**src/rtl/necir_pkg.sv**
```systemverilog
package necir_pkg;

	localparam int unsigned TIME_W     = 16;
	localparam int unsigned FRAME_W    = 32;
	localparam int unsigned BIT_CNT_W  = 5;
	localparam int unsigned MASK_W     = 3;
	localparam int unsigned REG_IDX_W  = 3;
	localparam int unsigned CLS_QUEUE_DEPTH = 2;
	localparam int unsigned RES_QUEUE_DEPTH = 2;

	localparam logic [BIT_CNT_W-1:0] LAST_BIT = 5'd31;

	localparam logic [TIME_W-1:0] RST_ZERO_TIME   = 16'd560;
	localparam logic [TIME_W-1:0] RST_ONE_TIME    = 16'd1680;
	localparam logic [TIME_W-1:0] RST_START_TIME  = 16'd4500;
	localparam logic [TIME_W-1:0] RST_RSTART_TIME = 16'd2250;
	localparam logic [TIME_W-1:0] RST_REND_TIME   = 16'd560;
	localparam logic [TIME_W-1:0] RST_TOLERANCE   = 16'd200;
	localparam logic [MASK_W-1:0] RST_CHECK_MASK  = 3'd3;

	localparam int unsigned MASK_ADDR   = 0;
	localparam int unsigned MASK_CMD    = 1;
	localparam int unsigned MASK_REPEAT = 2;

	typedef enum logic [REG_IDX_W-1:0] {
		REG_ZERO_TIME   = 3'd0,
		REG_ONE_TIME    = 3'd1,
		REG_START_TIME  = 3'd2,
		REG_RSTART_TIME = 3'd3,
		REG_REND_TIME   = 3'd4,
		REG_TOLERANCE   = 3'd5,
		REG_CHECK_MASK  = 3'd6
	} reg_idx_t;

	typedef enum logic [1:0] {
		ST_IDLE,
		ST_DATA,
		ST_DONE,
		ST_REPEAT
	} state_t;

	typedef struct packed {
		logic [TIME_W-1:0] zero_time;
		logic [TIME_W-1:0] one_time;
		logic [TIME_W-1:0] start_time;
		logic [TIME_W-1:0] rstart_time;
		logic [TIME_W-1:0] rend_time;
		logic [TIME_W-1:0] tolerance;
		logic [MASK_W-1:0] check_mask;
	} cfg_t;

	typedef struct packed {
		logic start;
		logic rstart;
		logic one;
		logic zero;
		logic rend;
	} pulse_class_t;

	localparam int unsigned CLASS_W = $bits(pulse_class_t);
	localparam int unsigned RES_W   = FRAME_W + 1;

	function automatic logic in_window(logic [TIME_W-1:0] w, logic [TIME_W-1:0] nom,
		logic [TIME_W-1:0] tol);
		logic [TIME_W:0] lo_sum;
		logic [TIME_W:0] hi_sum;
		lo_sum = {1'b0, w} + {1'b0, tol};
		hi_sum = {1'b0, nom} + {1'b0, tol};
		return (lo_sum >= {1'b0, nom}) && ({1'b0, w} <= hi_sum);
	endfunction

endpackage

```
**src/rtl/nec_ir_pulse_decoder.sv**
```systemverilog
// NEC infrared pulse decoder. Each request carries one measured pulse width in
// microseconds; the block accepts one request per clock cycle for as long as
// full stays low. The front end compares the width against the start and
// repeat-start windows, and only if both miss against the other three, in
// the cycle it is accepted, and queues the result; the frame engine consumes
// one queued pulse per cycle while the result queue has room. A decoded frame
// or repeat report goes from the class queue through the frame engine into the
// small result queue, where it waits until popped. The timing registers may
// be rewritten only while no pulse is in flight.
module nec_ir_pulse_decoder import necir_pkg::*; #(
	parameter int unsigned CLS_DEPTH = CLS_QUEUE_DEPTH,
	parameter int unsigned RES_DEPTH = RES_QUEUE_DEPTH
) (
	input  logic                 clk,
	input  logic                 arst_n,
	input  logic                 push,
	output logic                 full,
	input  logic [TIME_W-1:0]    pulse_width,
	output logic                 empty,
	input  logic                 pop,
	output logic [FRAME_W-1:0]   frame_word,
	output logic                 is_repeat,
	input  logic                 wr_en,
	input  logic [REG_IDX_W-1:0] wr_index,
	input  logic [TIME_W-1:0]    wr_data
);

	cfg_t               cfg_q;
	pulse_class_t       cls_in;
	pulse_class_t       cls_out;
	logic               cls_empty;
	logic               cls_pop;
	logic               res_full;
	logic               res_push;
	logic [FRAME_W-1:0] res_word;
	logic               res_repeat;

	always_ff @(posedge clk or negedge arst_n) begin
		if (!arst_n) begin
			cfg_q.zero_time   <= RST_ZERO_TIME;
			cfg_q.one_time    <= RST_ONE_TIME;
			cfg_q.start_time  <= RST_START_TIME;
			cfg_q.rstart_time <= RST_RSTART_TIME;
			cfg_q.rend_time   <= RST_REND_TIME;
			cfg_q.tolerance   <= RST_TOLERANCE;
			cfg_q.check_mask  <= RST_CHECK_MASK;
		end else if (wr_en) begin
			unique case (wr_index)
				REG_ZERO_TIME:   cfg_q.zero_time   <= wr_data;
				REG_ONE_TIME:    cfg_q.one_time    <= wr_data;
				REG_START_TIME:  cfg_q.start_time  <= wr_data;
				REG_RSTART_TIME: cfg_q.rstart_time <= wr_data;
				REG_REND_TIME:   cfg_q.rend_time   <= wr_data;
				REG_TOLERANCE:   cfg_q.tolerance   <= wr_data;
				REG_CHECK_MASK:  cfg_q.check_mask  <= wr_data[MASK_W-1:0];
				default: begin
				end
			endcase
		end
	end

	necir_classify u_classify (
		.cfg         (cfg_q),
		.pulse_width (pulse_width),
		.cls         (cls_in)
	);

	necir_queue #(
		.WIDTH (CLASS_W),
		.DEPTH (CLS_DEPTH)
	) u_cls_queue (
		.clk     (clk),
		.arst_n  (arst_n),
		.wr_en   (push),
		.wr_data (cls_in),
		.rd_en   (cls_pop),
		.rd_data (cls_out),
		.full    (full),
		.empty   (cls_empty)
	);

	necir_frame u_frame (
		.clk        (clk),
		.arst_n     (arst_n),
		.cfg        (cfg_q),
		.cls_valid  (!cls_empty),
		.cls        (cls_out),
		.cls_pop    (cls_pop),
		.res_full   (res_full),
		.res_push   (res_push),
		.res_word   (res_word),
		.res_repeat (res_repeat)
	);

	necir_queue #(
		.WIDTH (RES_W),
		.DEPTH (RES_DEPTH)
	) u_res_queue (
		.clk     (clk),
		.arst_n  (arst_n),
		.wr_en   (res_push),
		.wr_data ({res_repeat, res_word}),
		.rd_en   (pop),
		.rd_data ({is_repeat, frame_word}),
		.full    (res_full),
		.empty   (empty)
	);

	a_res_no_overflow: assert property (@(posedge clk) disable iff (!arst_n)
		res_push |-> !res_full)
		else $error("result pushed into a full result queue");

	a_accept_queued: assert property (@(posedge clk) disable iff (!arst_n)
		(push && !full) |=> !cls_empty)
		else $error("accepted pulse missing from the class queue");

	a_pop_valid: assert property (@(posedge clk) disable iff (!arst_n)
		cls_pop |-> !cls_empty)
		else $error("frame engine consumed from an empty class queue");

endmodule

```
**src/rtl/necir_queue.sv**
```systemverilog
module necir_queue import necir_pkg::*; #(
	parameter int unsigned WIDTH = CLASS_W,
	parameter int unsigned DEPTH = CLS_QUEUE_DEPTH
) (
	input  logic             clk,
	input  logic             arst_n,
	input  logic             wr_en,
	input  logic [WIDTH-1:0] wr_data,
	input  logic             rd_en,
	output logic [WIDTH-1:0] rd_data,
	output logic             full,
	output logic             empty
);

	localparam int unsigned AW = (DEPTH > 1) ? $clog2(DEPTH) : 1;
	localparam int unsigned CW = $clog2(DEPTH + 1);
	localparam logic [AW-1:0] LAST_PTR = AW'(DEPTH - 1);
	localparam logic [CW-1:0] FULL_CNT = CW'(DEPTH);

	logic [WIDTH-1:0] mem_q [DEPTH];
	logic [AW-1:0]    wr_ptr_q;
	logic [AW-1:0]    rd_ptr_q;
	logic [CW-1:0]    count_q;
	logic             do_wr;
	logic             do_rd;

	assign full  = (count_q == FULL_CNT);
	assign empty = (count_q == '0);
	assign do_wr = wr_en && !full;
	assign do_rd = rd_en && !empty;
	assign rd_data = mem_q[rd_ptr_q];

	always_ff @(posedge clk) begin
		if (do_wr) begin
			mem_q[wr_ptr_q] <= wr_data;
		end
	end

	always_ff @(posedge clk or negedge arst_n) begin
		if (!arst_n) begin
			wr_ptr_q <= '0;
			rd_ptr_q <= '0;
			count_q  <= '0;
		end else begin
			if (do_wr) begin
				wr_ptr_q <= (wr_ptr_q == LAST_PTR) ? '0 : wr_ptr_q + 1'b1;
			end
			if (do_rd) begin
				rd_ptr_q <= (rd_ptr_q == LAST_PTR) ? '0 : rd_ptr_q + 1'b1;
			end
			if (do_wr && !do_rd) begin
				count_q <= count_q + 1'b1;
			end else if (do_rd && !do_wr) begin
				count_q <= count_q - 1'b1;
			end
		end
	end

endmodule

```
**src/rtl/necir_classify.sv**
```systemverilog
module necir_classify import necir_pkg::*; (
	input  cfg_t              cfg,
	input  logic [TIME_W-1:0] pulse_width,
	output pulse_class_t      cls
);

	logic hit_start;
	logic hit_rstart;

	assign hit_start  = in_window(pulse_width, cfg.start_time, cfg.tolerance);
	assign hit_rstart = in_window(pulse_width, cfg.rstart_time, cfg.tolerance);

	// The start windows take priority, so a hit there hides every later window.
	always_comb begin
		cls        = '0;
		cls.start  = hit_start;
		cls.rstart = hit_rstart && !hit_start;
		if (!hit_start && !hit_rstart) begin
			cls.one  = in_window(pulse_width, cfg.one_time, cfg.tolerance);
			cls.zero = in_window(pulse_width, cfg.zero_time, cfg.tolerance);
			cls.rend = in_window(pulse_width, cfg.rend_time, cfg.tolerance);
		end
	end

endmodule

```
**src/rtl/necir_frame.sv**
```systemverilog
module necir_frame import necir_pkg::*; (
	input  logic               clk,
	input  logic               arst_n,
	input  cfg_t               cfg,
	input  logic               cls_valid,
	input  pulse_class_t       cls,
	output logic               cls_pop,
	input  logic               res_full,
	output logic               res_push,
	output logic [FRAME_W-1:0] res_word,
	output logic               res_repeat
);

	state_t               state_q;
	state_t               state_d;
	logic [BIT_CNT_W-1:0] cnt_q;
	logic [BIT_CNT_W-1:0] cnt_d;
	logic [FRAME_W-1:0]   frame_q;
	logic [FRAME_W-1:0]   frame_d;
	logic                 go;
	logic                 is_bit;
	logic                 bad_addr;
	logic                 bad_cmd;
	logic                 emit;

	assign go      = cls_valid && !res_full;
	assign cls_pop = go;
	assign is_bit  = cls.one || cls.zero;

	always_comb begin
		state_d = state_q;
		cnt_d   = cnt_q;
		frame_d = frame_q;
		if (go) begin
			if (cls.start) begin
				state_d = ST_DATA;
				cnt_d   = '0;
				frame_d = '0;
			end else if (cls.rstart) begin
				state_d = ST_REPEAT;
			end else begin
				unique case (state_q)
					ST_DATA: begin
						if (is_bit) begin
							if (cls.one) begin
								frame_d[~cnt_q] = 1'b1;
							end
							if (cnt_q == LAST_BIT) begin
								state_d = ST_DONE;
							end else begin
								cnt_d = cnt_q + 1'b1;
							end
						end else begin
							state_d = ST_IDLE;
						end
					end
					ST_IDLE, ST_DONE, ST_REPEAT: begin
					end
					default: begin
						state_d = ST_IDLE;
					end
				endcase
			end
		end
	end

	assign bad_addr = cfg.check_mask[MASK_ADDR] && (frame_d[31:24] != ~frame_d[23:16]);
	assign bad_cmd  = cfg.check_mask[MASK_CMD] && (frame_d[15:8] != ~frame_d[7:0]);

	always_comb begin
		emit       = 1'b0;
		res_repeat = 1'b0;
		if (!cls.start && !cls.rstart) begin
			unique case (state_q)
				ST_DATA: begin
					emit = is_bit && (cnt_q == LAST_BIT) && !bad_addr && !bad_cmd;
				end
				ST_REPEAT: begin
					emit       = cls.rend && cfg.check_mask[MASK_REPEAT];
					res_repeat = 1'b1;
				end
				default: begin
				end
			endcase
		end
	end

	assign res_push = go && emit;
	assign res_word = frame_d;

	always_ff @(posedge clk or negedge arst_n) begin
		if (!arst_n) begin
			state_q <= ST_IDLE;
			cnt_q   <= '0;
			frame_q <= '0;
		end else begin
			state_q <= state_d;
			cnt_q   <= cnt_d;
			frame_q <= frame_d;
		end
	end

endmodule

```
**config.mk**
```make
export PLATFORM = sky130hd
export DESIGN_NAME = nec_ir_pulse_decoder
export DESIGN_NICKNAME = d
export VERILOG_FILES = /design/src/rtl/necir_pkg.sv /design/src/rtl/nec_ir_pulse_decoder.sv /design/src/rtl/necir_queue.sv /design/src/rtl/necir_classify.sv /design/src/rtl/necir_frame.sv
export SDC_FILE = /design/constraint.sdc
export NUM_CORES = 1
export LEC_CHECK = 0
export BUFFER_PORTS_ARGS = -buffer_cell sky130_fd_sc_hd__buf_2
export CAP_MARGIN = 0
export CORE_UTILIZATION = 45
export CTS_BUF_LIST = sky130_fd_sc_hd__clkbuf_4 sky130_fd_sc_hd__clkbuf_8
export CTS_CLUSTER_DIAMETER = 40
export CTS_CLUSTER_SIZE = 16
export DETAILED_ROUTE_END_ITERATION = 10
export PLACE_DENSITY = 0.69
export SYNTH_ARGS = -nofsm -noshare
export SYNTH_HDL_FRONTEND = slang
export SYNTH_SLANG_ARGS = --single-unit
export TNS_END_PERCENT = 30
```
**constraint.sdc**
```tcl
create_clock -name clk -period 5.1 [get_ports clk]
set_clock_uncertainty 0.1 [all_clocks]
set_input_delay 0 -clock clk [delete_from_list [all_inputs] [get_ports clk]]
set_output_delay 0 -clock clk [all_outputs]
set_load 0.02 [all_outputs]
```
# Word-level counts from Yosys, hierarchy flattened
# Memories as Yosys holds them, arrays and structs flattened.
# Index checks and enable logic that the tools add are counted.
# totals
output_inout_bits,35
regBits,146
ram_bits,76
wordCells,157
in_bits,40
n_memories,2
# op_classes
order_cmp,12
n_eq_ne,16
add_sub_neg,15
bitwise_logic,4
reduce_logical,57
n_mux,35
# mem_list
memory,depth,word_bits,read_ports,rd_ports_with_merged_regs,wr,line_no,rtl
u_res_queue.mem_q,2,33,1,0,1,necir_queue.sv:20,logic [WIDTH-1:0] mem_q [DEPTH];
u_cls_queue.mem_q,2,5,1,0,1,necir_queue.sv:20,
# op_table
cell,count
$mux W32,6
$add A16 B16 Y17,6
$ge A17 B16 Y1,5
$le A16 B17 Y1,5
$or A32 B32 Y32,1
$logic_and A1 B1 Y1,25
$mux W5,5
$mux W2,9
$ne A8 B8 Y1,2
$not A8 Y8,2
$logic_not A1 Y1,14
$reduce_and A2 Y1,7
$mux W1,12
$eq A3 B3 Y1 const B,3
$reduce_bool A2 Y1,4
$eq A2 B2 Y1 const B,3
$eq A3 B2 Y1 const B,2
$lt A5 B6 Y1 const B,1
$add A5 B1 Y5 const B,1
$demux W1 S5,1
$eq A5 B5 Y1 const B,1
$ge A5 B1 Y1 const B,1
$not A5 Y5,1
$reduce_and A5 Y1,1
other kinds (14),21

# Longest topological paths before layout
# Gate-level depths: netlist (run 1).
# logic_depth
word_depth,26
mapped_depth,21
mapped_depth_nobuf,21

# Hierarchy
# Synthesis (run 1) repeated with hierarchy kept, for this count alone.
# unflattened
cells_unflattened,1687
hier_area_um2,17475.5
# by_module_without_submodules
mod,instances,area_each_um2,cells_per_inst
necir_classify,1,7965.1,1042
nec_ir_pulse_decoder,1,3847.4,216
necir_queue (u_res_queue),1,2730.1,122
necir_frame,1,2372.3,272
necir_queue (u_cls_queue),1,560.5,35

# Worst setup path after synthesis (run 1)
# No wires, ideal clock.
# synth_timing
kind,flip-flop to flip-flop
start,reg cfg_q[4] (netlist name)
end,mem u_cls_queue.mem_q[0][2] (netlist name) (data pin)
arrival_ps,4142
synth_period_minus_slack_ps,4426
stages_incl_launch_ff,18
path_slack_ps,674
required_ps,4816
path_buffers,0
cell_sequence,dfrtp_1 fa_1 a21o_1 a21oi_1 nor2_1 o31ai_1 nand2b_1 a222oi_1 ha_1 a21o_1 a21o_1 a21oi_1 o211ai_1 nand3_1 a21oi_1 o32a_1 nand2b_1 a211oi_1
# synth_lines
item,line_no,rtl
"start, declared",nec_ir_pulse_decoder.sv:28,cfg_t cfg_q;
"end, declared",necir_queue.sv:20,

==> results.toml, run 1 <==
[status]
status = "finished, final reports clean"

[clocking]
clk_pin_slew_ns = 0.07
numCtsBuffers = 39
cts_buffer_depth = 3
clk-insertion-delay-late_ns = 0.62
cts.sinks = 222
cts_root_buffer = "clkbuf_8"
cts_tree = "yes"
cts_max_level = 2

[cells_and_area]
final_cell_area_um2 = 19200
finalNonFillerCells = 2353
area_growth_syn_to_layout_pct = 13.6
drive_gt1_frac = 0.168
final_core_util = 0.522
fin_nets = 2166

[synth]
ys_top_cells_by_count = "266 x ha_1, 124 x nand2_1, 121 x dfrtp_1, 119 x inv_1, 112 x a21oi_1"
yosysTopAreaCellShare = 0.197
ys_seq_area_frac = 0.354
synth_nets = 2027
synth-async-reset-ratio = 0.658
synth_flop_cell = "dfrtp_1"
synthCells = 1715
synth-seq-cells = 222
synth_edf_count = 76
yosys_warnings = 0
yosysTopAreaCell = "ha_1"
synth_area_um2 = 16900
synth_area_leaders = "ha_1 20%, dfrtp_1 18%, edfxtp_1 14%"
synth.most_common_cell = "ha_1"
synth_cell_type_count = 84
syn_avg_cell_area_um2 = 9.83

[route]
post_drt_wl_per_cell_um = 20.7
ant_nets = 0
drtIter0Drc = 963
vias = 13800
wl_um = 48800
drc = 0
drt-pass1-iter-count = 5
viasPerCell = 5.88

[timing]
worstMarginPinSlew_ns = 1.06
finalHoldViolCount = 0
finalSetupViolations = 0
fin_crit_ns = 4.91
fin_crit_sh = 0.962
max_freq_mhz = 204
slew_violations = 0
slew_headroom = 0.290

[floorplan]
io_pins = 75
fp.dieW_um = 196
core.rowCount = 70
floorplan.initialDensity = 0.459
core_area_um2 = 36700
dieArea_um2 = 38200
dieHeight_um = 196

[power]
p_sw_frac = 0.449
clkPwrFrac = 0.190
leakage_nw = 8.99
pwr-share-comb = 0.568
p_int_mw = 5.57
seq_power_share = 0.243
power_switching_mw = 4.53
vdd_drop_max_v = 0.000400
pwr_density_cell_nw_per_um2 = 527

[worst_setup_path]
startpoint_type = "flop"
critPathArrivalTime_ns = 5.25
crit_path_end_kind = "flop"
criticalPathCategory = "reg2reg"
required_ns = 5.45
critPathMaxFanout = 5

[placed_design]
portBuffers = 74
dpl_cell_area_um2 = 17900
routabilityCongestion = 0.913
placed_cells = 2248
dp_hpwl_um = 37000

[hold_path]
hold_path.class = "in2reg"

[global_routing]
grt_pass1_wl_um = 75900
gr-total-overflow = 0
grt_pass1_vias = 13900
grt_use_total = 0.259
grt_start_max_net_pins = 48
antenna_found_initial = 1

[flow_run]
maxCapViolations = 0
layout make-up:
type | count | area (um2)
repair buffers | 133 | 915
flip-flops and latches | 222 | 5970
fillers | 3304 | 17500
well taps | 468 | 586
diodes | 1 | 2.50
clock inverters | 28 | 322
clock buffers | 43 | 579
multi-input cells | 1339 | 10300
inverters | 119 | 447
layer usage:
metal / GRT usage / vias to the layer above / part of all wire
li1: - / 6597 / -
met2: 0.432 / 405 / 0.47
met3: 0.0354 / 90 / 0.052
met5: 0 / - / 0
met4: 0.108 / 0 / 0.037
met1: 0.336 / 6735 / 0.44
power by group through the flow:
stage / combinational, mW / sequential [mW] / clock (mW)
3_3_place_gp: 5.42 / 2.47 / 0
4_1_cts: 5.64 / 2.45 / 1.95
2_1_floorplan: 4.11 / 2.37 / 0
6_report: 5.73 / 2.45 / 1.91
3_5_place_dp: 5.55 / 2.48 / 0
5_1_grt: 6.37 / 2.48 / 2.02
worst max-delay path: stages (launching register included):
cell      delay, ns
dfrtp_1        0.44
ha_1           0.24
fa_1           0.41
a21o_1         0.18
a21oi_1        0.20
nor2_1         0.09
o31ai_1        0.20
nand2b_1       0.14
a21oi_2        0.21
nor2b_1        0.06
o21ai_0        0.16
a222oi_1       0.09
buf_4          0.16
ha_1           0.29
a21o_1         0.18
a21o_1         0.17
a21oi_1        0.18
o211ai_1       0.12
nand3_1        0.13
a21oi_1        0.08
o32a_1         0.42
nand2b_2       0.28
nor3_2         0.22
metrics by stage:
step / power (mW) / setup WS, ns / hold WS (ns) / TNS [ns]
2_1_floorplan: 6.48 / 0.674 / -0.396 / 0
3_3_place_gp: 7.89 / 0.118 / -0.0571 / 0
3_5_place_dp: 8.03 / 0.0209 / -0.0487 / 0
4_1_cts: 10.0 / 0.219 / 0.119 / 0
5_1_grt: 10.9 / -0.0559 / 0.165 / -0.210
6_report: 10.1 / 0.194 / 0.153 / 0
sequential cells by signal (all words and copies together) (netlist names), 2 cells and up:
name                 flops
u_frame.state_q          2
u_frame.frame_q         32
u_cls_queue.mem_q       10
u_res_queue.mem_q       66
u_frame.cnt_q            5
u_res_queue.count_q      2
cfg_q                   99
u_cls_queue.count_q      2
kinds of logic after synthesis:
group                      Yosys count  synth area share
and+or+nand+nor                    461             0.137
muxes                               82            0.0557
xor gates and xnor gates            94            0.0488
AOI/OAI and AO/OA                  430             0.164
buffers and inverters              154            0.0363
adders and majority gates          272             0.205
DFF                                222             0.354
path summary, 6_finish.rpt:
| kind | startpoint | end | slack [ns] | cells after the start |
|---|---|---|---|---|
| setup / recovery | cfg_q[3] | u_cls_queue.mem_q[0][1] | 0.19 | 22 |
| hold / removal | wr_data[5] | cfg_q[88] | 0.15 | 4 |
| setup reg to reg | cfg_q[3] | u_cls_queue.mem_q[0][1] | 0.19 | 22 |
| hold reg to reg | u_res_queue.rd_ptr_q | u_res_queue.rd_ptr_q | 0.38 | 1 |
| max in group asynchronous | arst_n | cfg_q[9] | 3.72 | 4 |
| min in group asynchronous | arst_n | cfg_q[55] | 0.53 | 3 |
timing repair:
action / 4_1_cts / 5_1_grt
hold buffers: 31 / 0
setup endpoints to repair: 6 / 6
endpoints found under the hold margin: 248 / 0
gates resized for setup: 0 / 7
pin swaps: 1 / 1
setup buffers: 2 / 0
gates cloned: 0 / 0
layout by cell type, fill, tap and decap left out, types with 8 or more instances in the layout:
cell and instances:
ha_1 266, nand2_1 124, dfrtp_1 121, inv_1 119, a21oi_1 111, o21ai_0 111, nor2_1 108, edfxtp_1 76
mux2_2 75, buf_2 73, a21o_1 62, xnor2_1 48, xor2_1 46, clkbuf_8 41, nand4_1 38, nand3_1 35
nor3_1 31, dlygate4sd3_1 30, buf_4 28, nand2b_1 25, dfstp_2 25, nor2b_1 24, a31oi_1 24, a211oi_1 16
o21a_1 15, and3_1 14, or3_1 9, o21bai_1 8
(Power assumes the default switching activity.)
==> run 2: changes to the inputs <==
--- a/config.mk
+++ b/config.mk
@@ -5,6 +5,7 @@
 export SDC_FILE = /design/constraint.sdc
 export NUM_CORES = 1
 export LEC_CHECK = 0
+export ABC_CLOCK_PERIOD_IN_PS = 5100
 export BUFFER_PORTS_ARGS = -buffer_cell sky130_fd_sc_hd__buf_2
 export CAP_MARGIN = 0
 export CORE_UTILIZATION = 45
@@ -12,6 +13,7 @@
 export CTS_CLUSTER_DIAMETER = 40
 export CTS_CLUSTER_SIZE = 16
 export DETAILED_ROUTE_END_ITERATION = 10
+export MAX_ROUTING_LAYER = met4
 export PLACE_DENSITY = 0.69
 export SYNTH_ARGS = -nofsm -noshare
 export SYNTH_HDL_FRONTEND = slang
==> run 2 against run 1 <==
Against the previous run:
- sequential power is essentially flat
- sequential cell count did not move
- global-route usage is 0.39 points higher
- wire length shrank 1.5%
- final cell count is essentially flat
- core utilization grew 0.23 points
- first-iteration DRC count rose by 7.6%
- setup slack lost 0.015 ns
- critical path type unchanged
==> results.toml, run 2 (same netlist as run 1, synthesis figures left out) <==
[clocking]
clk_pin_slew_ns = 0.08
numCtsBuffers = 38
cts_tree = "yes"
cts_buffer_depth = 3
clk-insertion-delay-late_ns = 0.61
cts.sinks = 222
cts_root_buffer = "clkbuf_8"
cts_max_level = 2

[floorplan]
core_area_um2 = 36700
dieHeight_um = 196
dieArea_um2 = 38200
floorplan.initialDensity = 0.459
core.rowCount = 70
fp.dieW_um = 196
io_pins = 75

[worst_setup_path]
crit_family = "compound AO/OA/AOI/OAI gates"
critPathBufInv = 1
criticalPathCategory = "reg2reg"
crit_chain = "ha_1 > fa_1 > a21o_1 > a21oi_2 > nor2_1 > o31ai_1 > nand2b_1 > a21oi_2 > nor2b_1 > o21ai_0 > a222oi_1 > buf_4 > ha_1 > a21o_1 > a21o_1 > a21oi_1 > o211ai_1 > nand3_1 > a21oi_1 > o32a_1 > nand2b_2 > a211oi_2"
startpoint_type = "flop"
required_ns = 5.42
critPathMaxFanout = 5
crit_top_cell = "a21o_1"
slowest_delay_ns = 0.44
slowest_stage = "dfrtp_1"
critPathArrivalTime_ns = 5.24
crit_path_end_kind = "flop"

[timing]
fin_crit_sh = 0.965
grt_setup_unrepaired = "false"
slew_headroom = 0.287
finalHoldViolCount = 0
slew_violations = 0
max_freq_mhz = 203
worstMarginPinSlew_ns = 1.06
finalSetupViolations = 0
fin_crit_ns = 4.92
timing.hold.ws_ns = 0.154

[global_routing]
gr-total-overflow = 0
grt_pass1_vias = 13900
antenna_found_initial = 0
grt_use_total = 0.263
grt_pass1_wl_um = 75000
grt_start_max_net_pins = 48

[cells_and_area]
fin_nets = 2166
layout_commonest_cell = "ha_1"
largest_register = "cfg_q"
top_regs = "cfg_q (99), u_res_queue.mem_q (66), u_frame.frame_q (32)"
drive_gt1_frac = 0.169
diodes = 0
final_core_util = 0.524
area_growth_syn_to_layout_pct = 14.1
final_cell_mix = "266 x ha_1, 124 x nand2_1, 121 x dfrtp_1"
largest_register_ffs = 99

[power]
leakage_nw = 9.03
pwr_density_cell_nw_per_um2 = 530
vdd_drop_max_v = 0.000385

[placed_design]
portBuffers = 74
routabilityCongestion = 0.920
dp_hpwl_um = 37200

[status]
status = "finished, final reports clean"

[route]
wl_um = 48100
post_drt_wl_per_cell_um = 20.4
drt-pass1-iter-count = 5
drtIter0Drc = 1036
drc = 0
viasPerCell = 5.90
ant_nets = 0
vias = 13900

[hold_path]
hold_path.class = "in2reg"

[flow_run]
maxCapViolations = 0
run 2: changes by cell type in the layout (fill, tap and decap cells not counted), moves of 2 or more:
cell	before	now
inv_8	7	9
clkinv_8	2	4
clkinvlp_4	6	3
bufinv_16	3	5
inv_6	6	4
run 2: layout make-up:
type | count | area, um2
Fill cell | 3237 | 17500
Clock buffer | 41 | 558
Multi-Input combinational cell | 1339 | 10300
Inverter | 119 | 447
Clock inverter | 29 | 413
Timing Repair Buffer | 134 | 925
Tap cell | 468 | 586
Sequential cell | 222 | 5970
run 2: stage by stage:
| step | area, um2 | setup WS [ns] | cells | total power [mW] | setup TNS (ns) |
|---|---|---|---|---|---|
| 2_1_floorplan | 16900 | 0.674 | 1715 | 6.48 | 0 |
| 4_1_cts | 19200 | 0.103 | 2352 | 10.2 | 0 |
| 3_3_place_gp | 17900 | 0.122 | 2248 | 7.91 | 0 |
| 5_1_grt | 19200 | 0.0150 | 2352 | 11.0 | 0 |
| 3_5_place_dp | 17900 | -0.0996 | 2248 | 8.05 | -0.514 |
| 6_report | 19200 | 0.179 | 2352 | 10.2 | 0 |
run 2: per-layer routing:
metal	part of all wire	up-vias	global-route usage
met5	0	-	-
met4	0.044	0	0.123
met3	0.052	123	0.0347
met2	0.47	422	0.419
met1	0.44	6742	0.330
li1	-	6589	-
run 2: power breakdown:
group / leakage, nW / internal (mW) / total [mW] / switching, mW
combinational: 5.94 / 2.41 / 5.69 / 3.28
sequential: 2.61 / 2.16 / 2.45 / 0.286
clock: 0.483 / 1.08 / 2.05 / 0.961
run 2: timing repair:
action,CTS,global route
endpoints found under the setup margin,6,6
pin swaps,1,0
hold buffers,32,0
setup buffers,2,0
resized for setup,0,8
hold endpoints to repair,250,0
run 2: final timing paths:
check | from | end | slack (ns) | cells after the start
max | cfg_q[3] | u_cls_queue.mem_q[1][2] | 0.18 | 22
min | wr_data[5] | cfg_q[24] | 0.15 | 4
max reg2reg | cfg_q[3] | u_cls_queue.mem_q[1][2] | 0.18 | 22
min reg2reg | u_res_queue.rd_ptr_q | u_res_queue.rd_ptr_q | 0.37 | 1
max in group asynchronous | arst_n | cfg_q[5] | 3.68 | 4
min in group asynchronous | arst_n | cfg_q[41] | 0.53 | 3
run 2: tightest hold or removal path: stages:
cell,delay (ns)
dlygate4sd3_1,0.53
buf_2,0.17
nand2_1,0.06
o21ai_0,0.07
==> run 3: changes to the inputs <==
--- a/config.mk
+++ b/config.mk
@@ -15,6 +15,7 @@
 export DETAILED_ROUTE_END_ITERATION = 10
 export MAX_ROUTING_LAYER = met4
 export PLACE_DENSITY = 0.69
+export SETUP_SLACK_MARGIN = 0.2
 export SYNTH_ARGS = -nofsm -noshare
 export SYNTH_HDL_FRONTEND = slang
 export SYNTH_SLANG_ARGS = --single-unit
==> run 3 against run 2 <==
Against the previous run:
- sequential share of layout area decreased by 0.084 points
- sequential cell count is the same
- core utilization rose by 0.15 points
- critical endpoint is now u_cls_queue.mem_q[1][1]
- maximum frequency grew 3.9%
- clock power barely moved
- final cell count is essentially flat
- combinational power up 2%
- hold slack better by 0.0036 ns
- first-iteration DRC count fell by 2.5%
- non-clock buffer count up 2
- via count about the same
==> results.toml, run 3 (same netlist as run 1, synthesis figures left out) <==
[placed_design]
dp_hpwl_um = 37200
dpl_cell_area_um2 = 17900
portBuffers = 74
routabilityCongestion = 0.920

[timing]
max_freq_mhz = 211
grt_setup_unrepaired = "true"
slew_headroom = 0.276
fin_crit_ns = 4.74
slew_violations = 0
finalHoldViolCount = 0
worstMarginPinSlew_ns = 1.08
finalSetupViolations = 0
fin_crit_sh = 0.929

[power]
vdd_drop_max_v = 0.000388
pwr_density_cell_nw_per_um2 = 533
leakage_nw = 9.05

[floorplan]
io_pins = 75
dieArea_um2 = 38200
dieHeight_um = 196
core.rowCount = 70
fp.dieW_um = 196
core_area_um2 = 36700
floorplan.initialDensity = 0.459

[route]
ant_nets = 0
post_drt_wl_per_cell_um = 20.4
vias = 13900
drt-pass1-iter-count = 6
viasPerCell = 5.90
wl_um = 48100
drc = 0
drtIter0Drc = 1010

[global_routing]
grt_use_total = 0.263
antenna_found_initial = 0
grt_pass1_vias = 13900
grt_pass1_wl_um = 75000
gr-total-overflow = 0
grt_start_max_net_pins = 48

[cells_and_area]
diodes = 0
drive_gt1_frac = 0.172
area_growth_syn_to_layout_pct = 14.5
final_cell_mix = "266 x ha_1, 124 x nand2_1, 120 x dfrtp_1"
fin_nets = 2168
largest_register_ffs = 99
final_core_util = 0.526
largest_register = "cfg_q"
layout_commonest_cell = "ha_1"
top_regs = "cfg_q (99), u_res_queue.mem_q (66), u_frame.frame_q (32)"
regArea_um2 = 5970
fillers = 3229
multi_input_area_um2 = 10400
final_cell_area_um2 = 19300

[worst_setup_path]
timing.rr.end = "u_cls_queue.mem_q[1][1]"
critPathArrivalTime_ns = 5.07
r2r-start = "cfg_q[3]"
cp-startpoint = "cfg_q[3]"
reg2reg_depth = 22
crit_path_end_kind = "flop"
r2r_setup_slack_ns = 0.36
criticalPathCategory = "reg2reg"
startpoint_type = "flop"
required_ns = 5.43
critPathMaxFanout = 5

[hold_path]
min_from = "wr_data[5]"
hold_path.class = "in2reg"
holdPathStages = 4
min_to = "cfg_q[24]"

[clocking]
cts.sinks = 222
clk_pin_slew_ns = 0.08
cts_max_level = 2
cts_buffer_depth = 3
clk-insertion-delay-late_ns = 0.61
cts_root_buffer = "clkbuf_8"
cts_tree = "yes"
numCtsBuffers = 38

[status]
status = "finished, final reports clean"

[flow_run]
maxCapViolations = 0
run 3: through the flow:
step                      setup WS, ns  TNS [ns]  power, mW  std cells  hold WS [ns]
after floorplan                  0.674         0       6.48       1715        -0.396
after global placement           0.122         0       7.91       2248       -0.0975
after detailed placement       -0.0996    -0.514       8.05       2248       -0.0957
after CTS                        0.110         0       10.2       2352         0.127
after global routing             0.181         0       11.1       2354         0.159
final                            0.363         0       10.3       2354         0.158
run 3: repair_timing:
action | in CTS | in global routing
endpoints found under the setup margin | 6 | 8
resized for setup | 2 | 15
endpoints found under the hold margin | 250 | 0
hold buffers | 32 | 0
pin swaps | 1 | 3
buffers inserted | 2 | 2
run 3: how the worst max path moves through the flow:
stage,to,cells after the start
floorplan,u_cls_queue.mem_q[0][2],17
global placement,u_cls_queue.mem_q[0][2],18
detailed placement,u_cls_queue.mem_q[1][0],18
CTS,u_cls_queue.mem_q[0][1],22
global route,u_cls_queue.mem_q[1][1],22
finish,u_cls_queue.mem_q[1][1],22
run 3: worst max-delay path: stages, from the launching register on:
cell and delay (ns):
dfrtp_2 0.45, ha_1 0.22, fa_1 0.40, a21o_1 0.19
a21oi_2 0.18, nor2_1 0.08, o31ai_1 0.22, nand2b_1 0.14
a21oi_2 0.16, nor2b_1 0.07, o21ai_0 0.14, a222oi_1 0.09
buf_4 0.16, ha_1 0.29, a21o_1 0.18, a21o_1 0.18
a21oi_2 0.16, o211ai_1 0.11, nand3_1 0.11, a21oi_1 0.07
o32a_2 0.46, nand2b_4 0.21, nor3_4 0.23
run 3: area by class of cell:
type                       count  share of cell area
tap                          468              0.0304
multi-input combinational   1339               0.538
sequential                   222               0.309
inverter                     119              0.0232
clock buffer                  41              0.0289
clock inverter                29              0.0214
timing repair buffer         136              0.0487
run 3: report_power, final:
part	switching (mW)	internal, mW	total [mW]	leakage (nW)
Clock	0.962	1.08	2.05	0.483
Sequential	0.287	2.16	2.45	2.61
Combinational	3.34	2.45	5.78	5.96
run 3: routing by layer:
| layer | track usage | share of wire | vias up |
|---|---|---|---|
| met5 | - | 0 | - |
| met4 | 0.122 | 0.047 | 0 |
| met3 | 0.0345 | 0.059 | 129 |
| met2 | 0.420 | 0.46 | 456 |
| met1 | 0.331 | 0.43 | 6712 |
| li1 | - | - | 6583 |
